<file path="src/rtl/scan_polar_to_cartesian_filter_core_macros.svh">
// Assertion macros shared by the scan filter RTL.
`ifndef SCAN_POLAR_TO_CARTESIAN_FILTER_CORE_MACROS_SVH
`define SCAN_POLAR_TO_CARTESIAN_FILTER_CORE_MACROS_SVH

// Same-cycle implication, disabled while reset is asserted.
`define SPCF_ASSERT_IMP(name, clk_s, rst_s, ante, cons, msg) \
  name: assert property (@(posedge clk_s) disable iff (!rst_s) (ante) |-> (cons)) \
    else $error(msg);

// Next-cycle implication, disabled while reset is asserted.
`define SPCF_ASSERT_NXT(name, clk_s, rst_s, ante, cons, msg) \
  name: assert property (@(posedge clk_s) disable iff (!rst_s) (ante) |=> (cons)) \
    else $error(msg);

`endif

</file>
<file path="src/rtl/spcf_pkg.sv">
// Types, constants and the arctangent table of the scan filter.
package spcf_pkg;

  localparam int MAX_BEAMS_DEF    = 4096;
  localparam int CORDIC_STEPS_DEF = 16;

  localparam int RANGE_W    = 16;
  localparam int ANG_W      = 20;
  localparam int ANGSUM_W   = 21;  // heading + beam angle
  localparam int CW_W       = 16;
  localparam int COORD_W    = 24;
  localparam int BIDX_W     = 12;
  localparam int CFG_IDX_W  = 3;
  localparam int CFG_DATA_W = 24;
  localparam int ANG_SHIFT  = 14;  // Q16 -> Q30
  localparam int Z_W        = 36;
  localparam int XY_W       = 34;
  localparam int PROD_W     = RANGE_W + 1 + XY_W;
  localparam int ATAN_IDX_W = 5;

  localparam logic signed [Z_W-1:0] PI_Q30       = 36'sd3373259426;
  localparam logic signed [Z_W-1:0] NEG_PI_Q30   = -36'sd3373259426;
  localparam logic signed [Z_W-1:0] HALF_PI_Q30  = 36'sd1686629713;
  localparam logic signed [Z_W-1:0] NEG_HALF_PI_Q30 = -36'sd1686629713;
  localparam logic signed [Z_W-1:0] TWO_PI_Q30   = 36'sd6746518852;
  localparam logic signed [XY_W-1:0] CORDIC_GAIN_Q30 = 34'sd652032874;

  localparam logic [CFG_IDX_W-1:0] CFG_ANGLE_START    = 3'd0;
  localparam logic [CFG_IDX_W-1:0] CFG_ANGLE_STEP     = 3'd1;
  localparam logic [CFG_IDX_W-1:0] CFG_HEADING        = 3'd2;
  localparam logic [CFG_IDX_W-1:0] CFG_CORRIDOR_WIDTH = 3'd3;
  localparam logic [CFG_IDX_W-1:0] CFG_ORIGIN_X       = 3'd4;
  localparam logic [CFG_IDX_W-1:0] CFG_ORIGIN_Y       = 3'd5;
  localparam logic [CFG_IDX_W-1:0] CFG_ORIGIN_Z       = 3'd6;

  typedef struct packed {
    logic [RANGE_W-1:0] range_mm;
    logic               first_of_scan;
  } in_item_t;

  typedef struct packed {
    logic signed [COORD_W-1:0] point_x;
    logic signed [COORD_W-1:0] point_y;
    logic signed [COORD_W-1:0] point_z;
    logic                      kept;
    logic [BIDX_W-1:0]         beam_index;
  } out_item_t;

  typedef struct packed {
    logic start;
  } cord_ctl_t;

  typedef struct packed {
    logic done;
  } cord_sts_t;

  typedef enum logic [3:0] {
    S_IDLE, S_START1, S_CORD1, S_MX1, S_MY1, S_FILT,
    S_CORD2, S_MX2, S_MY2, S_PY, S_OUT
  } seq_state_t;

  typedef enum logic [2:0] {
    C_IDLE, C_REDUCE, C_FOLD, C_ITER, C_DONE
  } cord_state_t;

  // atan(2^-i) in Q30, truncated
  function automatic logic [31:0] atan_q30(input logic [ATAN_IDX_W-1:0] idx);
    logic [31:0] v;
    unique case (idx)
      5'd0:  v = 32'h3243F6A8;
      5'd1:  v = 32'h1DAC6705;
      5'd2:  v = 32'h0FADBAFC;
      5'd3:  v = 32'h07F56EA6;
      5'd4:  v = 32'h03FEAB76;
      5'd5:  v = 32'h01FFD55B;
      5'd6:  v = 32'h00FFFAAA;
      5'd7:  v = 32'h007FFF55;
      5'd8:  v = 32'h003FFFEA;
      5'd9:  v = 32'h001FFFFD;
      5'd10: v = 32'h000FFFFF;
      5'd11: v = 32'h0007FFFF;
      5'd12: v = 32'h0003FFFF;
      5'd13: v = 32'h0001FFFF;
      5'd14: v = 32'h0000FFFF;
      5'd15: v = 32'h00007FFF;
      5'd16: v = 32'h00003FFF;
      5'd17: v = 32'h00001FFF;
      5'd18: v = 32'h00000FFF;
      5'd19: v = 32'h000007FF;
      5'd20: v = 32'h000003FF;
      5'd21: v = 32'h000001FF;
      5'd22: v = 32'h000000FF;
      5'd23: v = 32'h0000007F;
      default: v = 32'h0;
    endcase
    return v;
  endfunction

endpackage

</file>
<file path="src/rtl/spcf_mul.sv">
// Registered range by trig multiplier shared across the four products.
module spcf_mul import spcf_pkg::*; (
  input  logic                     clk,
  input  logic [RANGE_W-1:0]       range_mm,
  input  logic signed [XY_W-1:0]   trig,
  output logic signed [PROD_W-1:0] prod
);

  logic signed [PROD_W-1:0] prod_r;

  always_ff @(posedge clk) begin
    prod_r <= $signed({1'b0, range_mm}) * trig;
  end

  assign prod = prod_r;

endmodule

</file>
<file path="src/rtl/spcf_cordic.sv">
// Iterative CORDIC rotator: angle reduction, quadrant fold, one micro-rotation a cycle.
`include "scan_polar_to_cartesian_filter_core_macros.svh"
module spcf_cordic import spcf_pkg::*; #(
  parameter int CORDIC_STEPS = CORDIC_STEPS_DEF
) (
  input  logic                   clk,
  input  logic                   rst_n,
  input  cord_ctl_t              ctl,
  input  logic signed [ANGSUM_W-1:0] ang_q16,
  output cord_sts_t              sts,
  output logic signed [XY_W-1:0] cos_q30,
  output logic signed [XY_W-1:0] sin_q30
);

  localparam int ITER_W = (CORDIC_STEPS > 1) ? $clog2(CORDIC_STEPS) : 1;

  cord_state_t state_r, state_nxt;

  logic signed [Z_W-1:0]  z_r;
  logic signed [XY_W-1:0] x_r, y_r;
  logic                   flip_r;
  logic [ITER_W-1:0]      iter_r;

  logic signed [Z_W-1:0]  z_load;
  logic                   z_hi, z_lo, z_hhi, z_hlo;
  logic signed [XY_W-1:0] dx, dy;
  logic signed [Z_W-1:0]  atan_z;
  logic                   last_iter;

  assign z_load = {{(Z_W-ANGSUM_W-ANG_SHIFT){ang_q16[ANGSUM_W-1]}}, ang_q16,
                   {ANG_SHIFT{1'b0}}};
  assign z_hi   = (z_r > PI_Q30);
  assign z_lo   = (z_r < NEG_PI_Q30);
  assign z_hhi  = (z_r > HALF_PI_Q30);
  assign z_hlo  = (z_r < NEG_HALF_PI_Q30);
  assign dx     = y_r >>> iter_r;
  assign dy     = x_r >>> iter_r;
  assign atan_z = $signed({{(Z_W-32){1'b0}}, atan_q30(ATAN_IDX_W'(iter_r))});
  assign last_iter = (iter_r == ITER_W'(CORDIC_STEPS - 1));

  always_ff @(posedge clk) begin
    if (!rst_n) begin
      state_r <= C_IDLE;
    end else begin
      state_r <= state_nxt;
    end
  end

  always_comb begin
    state_nxt = state_r;
    sts.done  = 1'b0;
    unique case (state_r)
      C_IDLE:   if (ctl.start) state_nxt = C_REDUCE;
      C_REDUCE: if (!z_hi && !z_lo) state_nxt = C_FOLD;
      C_FOLD:   state_nxt = C_ITER;
      C_ITER:   if (last_iter) state_nxt = C_DONE;
      C_DONE: begin
        sts.done  = 1'b1;
        state_nxt = C_IDLE;
      end
      default:  state_nxt = C_IDLE;
    endcase
  end

  always_ff @(posedge clk) begin
    unique case (state_r)
      C_IDLE: begin
        if (ctl.start) begin
          z_r    <= z_load;
          x_r    <= CORDIC_GAIN_Q30;
          y_r    <= '0;
          flip_r <= 1'b0;
          iter_r <= '0;
        end
      end
      C_REDUCE: begin
        if (z_hi)      z_r <= z_r - TWO_PI_Q30;
        else if (z_lo) z_r <= z_r + TWO_PI_Q30;
      end
      C_FOLD: begin
        if (z_hhi) begin
          z_r    <= z_r - PI_Q30;
          flip_r <= 1'b1;
        end else if (z_hlo) begin
          z_r    <= z_r + PI_Q30;
          flip_r <= 1'b1;
        end
      end
      C_ITER: begin
        if (!z_r[Z_W-1]) begin
          x_r <= x_r - dx;
          y_r <= y_r + dy;
          z_r <= z_r - atan_z;
        end else begin
          x_r <= x_r + dx;
          y_r <= y_r - dy;
          z_r <= z_r + atan_z;
        end
        iter_r <= iter_r + ITER_W'(1);
      end
      default: ;
    endcase
  end

  // results hold until the next start
  assign cos_q30 = flip_r ? -x_r : x_r;
  assign sin_q30 = flip_r ? -y_r : y_r;

  `SPCF_ASSERT_IMP(a_fold_range, clk, rst_n, (state_r == C_ITER && iter_r == '0),
    (z_r <= HALF_PI_Q30 && z_r >= NEG_HALF_PI_Q30), "angle not folded to +-pi/2")
  `SPCF_ASSERT_IMP(a_start_idle, clk, rst_n, ctl.start, (state_r == C_IDLE),
    "CORDIC started while busy")

endmodule

</file>
<file path="src/rtl/scan_polar_to_cartesian_filter_core.sv">
// Top level of the laser scan polar-to-cartesian corridor filter. Each input
// transaction carries one range sample; the block updates its running beam angle
// and beam index (restarting on first_of_scan), rotates the beam through an
// iterative CORDIC to get the local forward and lateral offsets, applies the
// corridor filter (off when corridor_width is zero), and for a kept point runs a
// second rotation by heading plus beam angle, adds the origin and saturates to
// 24 bits. Exactly one result transaction follows every input transaction; a
// dropped point has zero x and y. One shared CORDIC unit and one shared
// 17x34 multiplier do all the work, so one sample is in flight at a time and
// in_stall stays high from acceptance until the result is loaded into the
// output register. A CORDIC pass reduces the angle by two pi as often as needed
// (at most once for the beam angle, at most three times for heading plus beam
// angle), folds it to +-pi/2 and then runs CORDIC_STEPS micro-rotations. A
// finished sample may wait in S_OUT on out_stall while an earlier result is still
// held. The output register lets a new sample be accepted while the previous
// result waits. cfg_ready is always high; registers must be written only while
// the block is idle.
`include "scan_polar_to_cartesian_filter_core_macros.svh"
module scan_polar_to_cartesian_filter_core import spcf_pkg::*; #(
  parameter int MAX_BEAMS    = MAX_BEAMS_DEF,
  parameter int CORDIC_STEPS = CORDIC_STEPS_DEF
) (
  input  logic                  clk,
  input  logic                  rst_n,
  // sample channel
  input  logic                  in_valid,
  output logic                  in_stall,
  input  in_item_t              in_data,
  // result channel
  output logic                  out_valid,
  input  logic                  out_stall,
  output out_item_t             out_data,
  // register writes
  input  logic                  cfg_valid,
  output logic                  cfg_ready,
  input  logic [CFG_IDX_W-1:0]  cfg_index,
  input  logic [CFG_DATA_W-1:0] cfg_data
);

  localparam int CNT_W = $clog2(MAX_BEAMS);
  localparam logic signed [PROD_W-1:0] RND_HALF = PROD_W'(64'sd536870912);
  localparam int MM_W = PROD_W - 30;

  // configuration registers
  logic signed [ANG_W-1:0]   angle_start_r, angle_step_r, heading_r;
  logic [CW_W-1:0]           corridor_width_r;
  logic signed [COORD_W-1:0] origin_x_r, origin_y_r, origin_z_r;

  // scan state
  logic signed [ANG_W-1:0]   beam_angle_r;
  logic [CNT_W-1:0]          beam_count_r;

  // per-sample working registers
  seq_state_t                state_r, state_nxt;
  logic [RANGE_W-1:0]        range_r;
  logic                      lx_neg_r;
  logic                      kept_r;
  logic signed [COORD_W-1:0] px_r, py_r;
  logic                      out_valid_r;
  out_item_t                 out_data_r;

  // shared units
  cord_ctl_t                 cord_ctl;
  cord_sts_t                 cord_sts;
  logic signed [ANGSUM_W-1:0] cord_ang;
  logic signed [XY_W-1:0]    cos_q30, sin_q30, trig;
  logic signed [PROD_W-1:0]  prod;

  logic                      in_acc, out_load;
  logic [PROD_W-1:0]         aly, half_w;
  logic                      keep_now;
  logic signed [ANGSUM_W-1:0] ang_beam, ang_map;

  // product (Q30) to mm with round half up, plus origin, saturated to 24 bits
  function automatic logic signed [COORD_W-1:0] round_sat(
    input logic signed [PROD_W-1:0]  p,
    input logic signed [COORD_W-1:0] org
  );
    logic signed [PROD_W-1:0]  pr;
    logic signed [MM_W-1:0]    mm;
    logic signed [COORD_W+1:0] s;
    logic signed [COORD_W-1:0] r;
    pr = p + RND_HALF;
    mm = pr[PROD_W-1:30];
    s  = {{2{org[COORD_W-1]}}, org} + {{(COORD_W+2-MM_W){mm[MM_W-1]}}, mm};
    if (s[COORD_W+1:COORD_W-1] == 3'b000 || s[COORD_W+1:COORD_W-1] == 3'b111) begin
      r = s[COORD_W-1:0];
    end else if (s[COORD_W+1]) begin
      r = {1'b1, {(COORD_W-1){1'b0}}};
    end else begin
      r = {1'b0, {(COORD_W-1){1'b1}}};
    end
    return r;
  endfunction

  assign in_stall  = (state_r != S_IDLE);
  assign in_acc    = in_valid && !in_stall;
  assign cfg_ready = 1'b1;
  assign out_valid = out_valid_r;
  assign out_data  = out_data_r;
  assign out_load  = (state_r == S_OUT) && (!out_valid_r || !out_stall);

  assign ang_beam = {beam_angle_r[ANG_W-1], beam_angle_r};
  assign ang_map  = {heading_r[ANG_W-1], heading_r} + ang_beam;

  // corridor test on the lateral product, exact in Q30; a negative forward offset also drops
  assign aly      = prod[PROD_W-1] ? $unsigned(-prod) : $unsigned(prod);
  assign half_w   = {{(PROD_W-CW_W-29){1'b0}}, corridor_width_r, 29'b0};
  assign keep_now = (corridor_width_r == '0) || !((aly > half_w) || lx_neg_r);

  spcf_cordic #(
    .CORDIC_STEPS(CORDIC_STEPS)
  ) u_cordic (
    .clk     (clk),
    .rst_n   (rst_n),
    .ctl     (cord_ctl),
    .ang_q16 (cord_ang),
    .sts     (cord_sts),
    .cos_q30 (cos_q30),
    .sin_q30 (sin_q30)
  );

  spcf_mul u_mul (
    .clk      (clk),
    .range_mm (range_r),
    .trig     (trig),
    .prod     (prod)
  );

  // register file
  always_ff @(posedge clk) begin
    if (!rst_n) begin
      angle_start_r    <= '0;
      angle_step_r     <= '0;
      heading_r        <= '0;
      corridor_width_r <= '0;
      origin_x_r       <= '0;
      origin_y_r       <= '0;
      origin_z_r       <= '0;
    end else if (cfg_valid && cfg_ready) begin
      unique case (cfg_index)
        CFG_ANGLE_START:    angle_start_r    <= cfg_data[ANG_W-1:0];
        CFG_ANGLE_STEP:     angle_step_r     <= cfg_data[ANG_W-1:0];
        CFG_HEADING:        heading_r        <= cfg_data[ANG_W-1:0];
        CFG_CORRIDOR_WIDTH: corridor_width_r <= cfg_data[CW_W-1:0];
        CFG_ORIGIN_X:       origin_x_r       <= cfg_data[COORD_W-1:0];
        CFG_ORIGIN_Y:       origin_y_r       <= cfg_data[COORD_W-1:0];
        CFG_ORIGIN_Z:       origin_z_r       <= cfg_data[COORD_W-1:0];
        default: ;  // index beyond the list: ignored
      endcase
    end
  end

  // beam angle and index advance on each accepted transaction, restarting on first_of_scan
  always_ff @(posedge clk) begin
    if (!rst_n) begin
      beam_angle_r <= '0;
      beam_count_r <= '0;
    end else if (in_acc) begin
      if (in_data.first_of_scan) begin
        beam_angle_r <= angle_start_r;
        beam_count_r <= '0;
      end else begin
        beam_angle_r <= beam_angle_r + angle_step_r;  // wraps in 20 bits
        beam_count_r <= (beam_count_r == CNT_W'(MAX_BEAMS - 1)) ? '0
                        : beam_count_r + CNT_W'(1);
      end
    end
  end

  // sequencer
  always_ff @(posedge clk) begin
    if (!rst_n) begin
      state_r <= S_IDLE;
    end else begin
      state_r <= state_nxt;
    end
  end

  always_comb begin
    state_nxt      = state_r;
    cord_ctl.start = 1'b0;
    cord_ang       = ang_beam;
    trig           = sin_q30;
    unique case (state_r)
      S_IDLE:   if (in_acc) state_nxt = S_START1;
      S_START1: begin
        cord_ctl.start = 1'b1;
        state_nxt      = S_CORD1;
      end
      S_CORD1:  if (cord_sts.done) state_nxt = S_MX1;
      S_MX1: begin
        trig      = cos_q30;
        state_nxt = S_MY1;
      end
      S_MY1:    state_nxt = S_FILT;
      S_FILT: begin
        // second rotation only for kept points
        cord_ang       = ang_map;
        cord_ctl.start = keep_now;
        state_nxt      = keep_now ? S_CORD2 : S_OUT;
      end
      S_CORD2: begin
        cord_ang = ang_map;
        if (cord_sts.done) state_nxt = S_MX2;
      end
      S_MX2: begin
        trig      = cos_q30;
        state_nxt = S_MY2;
      end
      S_MY2:    state_nxt = S_PY;
      S_PY:     state_nxt = S_OUT;
      S_OUT:    if (out_load) state_nxt = S_IDLE;
      default:  state_nxt = S_IDLE;
    endcase
  end

  // datapath captures
  always_ff @(posedge clk) begin
    if (in_acc) range_r <= in_data.range_mm;
    unique case (state_r)
      S_MY1:  lx_neg_r <= prod[PROD_W-1];
      S_FILT: begin
        kept_r <= keep_now;
        if (!keep_now) begin
          px_r <= '0;
          py_r <= '0;
        end
      end
      S_MY2:  px_r <= round_sat(prod, origin_x_r);
      S_PY:   py_r <= round_sat(prod, origin_y_r);
      default: ;
    endcase
  end

  // output register: holds a finished result while the next sample is worked on
  always_ff @(posedge clk) begin
    if (!rst_n) begin
      out_valid_r <= 1'b0;
    end else if (out_load) begin
      out_valid_r <= 1'b1;
    end else if (!out_stall) begin
      out_valid_r <= 1'b0;
    end
  end

  always_ff @(posedge clk) begin
    if (out_load) begin
      out_data_r.point_x    <= px_r;
      out_data_r.point_y    <= py_r;
      out_data_r.point_z    <= origin_z_r;
      out_data_r.kept       <= kept_r;
      out_data_r.beam_index <= BIDX_W'(beam_count_r);
    end
  end

  `SPCF_ASSERT_NXT(a_busy_after_accept, clk, rst_n, in_acc, in_stall,
    "sample accepted but block not busy next cycle")
  `SPCF_ASSERT_NXT(a_result_loaded, clk, rst_n, out_load, out_valid,
    "result load did not raise out_valid")
  `SPCF_ASSERT_IMP(a_drop_zero, clk, rst_n, (out_valid && !out_data.kept),
    (out_data.point_x == '0 && out_data.point_y == '0), "dropped point with coordinates")

endmodule
</file>
<file path="config.mk">
export PLATFORM = sky130hd
export DESIGN_NAME = scan_polar_to_cartesian_filter_core
export DESIGN_NICKNAME = d
export VERILOG_FILES = /design/src/rtl/spcf_pkg.sv /design/src/rtl/spcf_mul.sv /design/src/rtl/spcf_cordic.sv /design/src/rtl/scan_polar_to_cartesian_filter_core.sv
export VERILOG_INCLUDE_DIRS = /design/src /design/src/rtl
export SDC_FILE = /design/constraint.sdc
export NUM_CORES = 2
export LEC_CHECK = 0
export BUFFER_PORTS_ARGS = -buffer_cell sky130_fd_sc_hd__clkbuf_2
export CAP_MARGIN = 20
export CORE_ASPECT_RATIO = 1.75
export CORE_MARGIN = 8
export CORE_UTILIZATION = 39
export CTS_BUF_LIST = sky130_fd_sc_hd__clkbuf_8 sky130_fd_sc_hd__clkbuf_16
export DETAILED_ROUTE_END_ITERATION = 12
export GPL_ROUTABILITY_DRIVEN = 0
export MAX_ROUTING_LAYER = met4
export PLACE_DENSITY_LB_ADDON = 0.3
export SLEW_MARGIN = 20
export SYNTH_ARGS = -nofsm -noshare
export SYNTH_HDL_FRONTEND = slang
export SYNTH_SLANG_ARGS = --single-unit
</file>
<file path="constraint.sdc">
create_clock -name clk -period 12.45 [get_ports clk]
set_input_delay 0 -clock clk [delete_from_list [all_inputs] [get_ports clk]]
set_output_delay 0 -clock clk [all_outputs]
set_load 0.05 [all_outputs]
</file>
==> flow_metrics.py <==
metrics = {
    "final_layout": {
        "instances_no_fill": 8832,
        "multi_input_area_sq_um": 41300,
        "layout.nets": 7743,
        "final_cell_mix": "940 x nand2_1, 740 x inv_1, 525 x fa_1",
        "design_area_sq_um": 63700,
        "area_delta_synth_final_pct": 8.98,
        "final_common_cell": "nand2_1",
        "drive_gt1_share_pct": 7.62,
        "fill_cells": 14797,
        "regArea_sq_um": 13200,
    },
    "floorplanning": {
        "io_pins": 137,
        "start_util_pct": 39.1,
        "core-area_sq_um": 149000,
        "die_area_sq_um": 163000,
        "placementRows": 188,
        "die_h_um": 528,
        "fp.dieW_um": 309,
    },
    "detailed_routing": {
        "routedWlPerCell_um": 19.8,
        "wl_met1_um": 62500,
        "met3WireLength_um": 7410,
        "drcViolationCount": 0,
        "wl_um": 175000,
        "met2_length_um": 92200,
        "drt-initial-drc-count": 2806,
        "drt-pass1-iter-count": 5,
        "top_layer": "met4",
        "viasPerCell": 5.57,
        "final_antenna_net_count": 0,
        "vias": 49196,
    },
    "synth": {
        "synth_fa_ha_area_share_pct": 26.1,
        "yosys.area_share.simple_pct": 18.2,
        "synth-compound-area-share_pct": 15.2,
        "synth_seq_area_share_pct": 22.5,
        "synth_area_leader_cell": "fa_1",
        "syn_avg_cell_area_sq_um": 8.62,
        "synth-seq-cells": 528,
        "synth_fp_nets": 7731,
        "synthMuxAreaShare_pct": 4.75,
        "synthXorXnorAreaFrac_pct": 6.27,
        "synth-main-ff-cell": "dfxtp_1",
        "syn_area_sq_um": 58400,
        "synth_top_family_by_area": "adder cells",
        "synth.area.top_cells": "fa_1 18%, edfxtp_1 13%, dfxtp_1 9.2%",
        "synth_cell_types": 95,
        "syn-instance-count": 6778,
        "yosys.area.top_type_share_pct": 18.0,
        "yosys_warnings": 0,
        "synth_enable_flop_cells": 260,
        "async_flop_share_pct": 0,
    },
    "timing": {
        "drv_slew": 0,
        "hold_viol_final": 0,
        "setup_viol": 0,
        "tightestPinTransition_ns": 1.06,
        "setup_tns_ns": 0,
        "holdWs_ns": 0.0503,
        "fin_crit_sh_pct": 83.2,
        "fmax_ghz": 0.0965,
        "rsz0062_at_grt": "false",
        "relSlewSlack_pct": 29.3,
        "fin_worst_skew_ns": 0.0687,
        "post-route-min-period_ns": 10.36,
    },
    "global_route": {
        "grt_pass1_vias": 50104,
        "grt_first_pass_wirelength_um": 274000,
        "track_usage_pct": 21.5,
        "overflow": 0,
        "grt_max_degree": 88,
        "grt_antenna_before_repair": 2,
    },
    "setup_path": {
        "cp-start-kind": "register",
        "critPathMaxFanout": 9,
        "critPathMostFrequentCell": "fa_1",
        "critical-path-slowest-cell": "o311ai_0",
        "crit_type": "reg2reg",
        "worstPathArrival_ns": 10.96,
        "critical-path-max-stage-delay_ns": 0.78,
        "endpoint_kind": "register",
        "worstPathRequired_ns": 13.05,
    },
    "clock_tree": {
        "clock-sinks": 528,
        "cts_resized": 0,
        "cts_root_buf": "clkbuf_16",
        "postCtsSetupBuffers": 0,
        "clk_pin_slew_ns": 0.07,
        "cts_buffers": 54,
        "clk_latency_ns": 0.70,
        "clockBufferDepth": 3,
        "cts_tree": "yes",
        "cts_max_level": 2,
    },
    "placement": {
        "hpwl_um": 135000,
        "placed_cell_area_sq_um": 61100,
        "io_buffers": 135,
        "placed_cells": 8664,
    },
    "outcome": {
        "run_status": "finished clean",
    },
    "flow_run": {
        "drv_cap": 0,
    },
    "hold_path": {
        "worst_hold_path_type": "in2reg",
    },
}
-- per-stage QoR --
stage                     worst slack, ns  util [%]
after detailed placement             2.19      40.9
after CTS                            2.17      42.6
final                                2.09      42.6
after global placement               2.17      40.9
after global routing                 1.48      42.6
after floorplan                      3.55         -
-- cell usage after synthesis (76+ instances only) --
cell type,instances
dfxtp_1,268
a21oi_1,524
fa_1,525
edfxtp_1,260
nand2_1,941
nor3_1,128
xor2_1,183
and2_1,237
nor2b_1,77
o21ai_0,280
nand3_1,97
mux4_2,76
xnor2_1,235
a21o_1,132
inv_1,733
ha_1,379
nor2_1,401
clkbuf_1,274
-- flip-flops by register name (all words and copies together), names as in the netlist, 29 cells and up --
name / count
u_cordic.atan_z: 29
u_cordic.z_r: 36
u_cordic.y_r: 34
u_cordic.x_r: 34
out_data: 85
u_mul.prod: 51
-- path summary, 6_finish.rpt --
check                                      from        endpoint  slack [ns]  cells past startpoint
worst max-delay path            u_cordic.y_r[2]  u_mul.prod[49]        2.09                     30
worst min register to register         px_r[12]    out_data[73]        0.41                      0
worst max register to register  u_cordic.y_r[2]  u_mul.prod[49]        2.09                     30
worst min-delay path                in_data[15]     range_r[14]        0.05                      2
-- final cells by class --
type | instances | area share [%]
diodes | 2 | 0.00786
clock buffers | 66 | 2.43
clock inverters | 35 | 0.529
inverters | 734 | 4.33
multi-input cells | 5181 | 64.9
flip-flops and latches | 528 | 20.7
well taps | 1995 | 3.92
repair buffers | 291 | 3.16
-- worst max-delay path, delay by kind of cell, from the launching register on --
kind,cells,cell delay [ns]
adders and majority gates,7,3.44
xor gates and xnor gates,1,0.16
AOI/OAI and AO/OA,11,4.14
buffers and inverters,3,0.14
DFF,1,0.51
and+or+nand+nor,8,1.92
-- repair_timing --
item	CTS	global route
hold buffers	65	0
hold endpoints to repair	195	0
setup endpoints to repair	0	0
-- layer usage --
metal	global-route usage (%)	vias up
li1	-	23052
met1	22.0	24086
met2	39.4	1495
met3	1.90	563
met4	13.4	0
met5	-	-
-- kinds of logic after synthesis --
group / Yosys count
simple gates: 2250
fa+ha+maj: 904
flops: 528
mux: 177
xor+xnor: 418
other cells: 1
compound gates: 1431
buf+inv: 1069
Power is not shown: default switching activity piles up to over one toggle a cycle in this logic, so the estimate is an artifact.
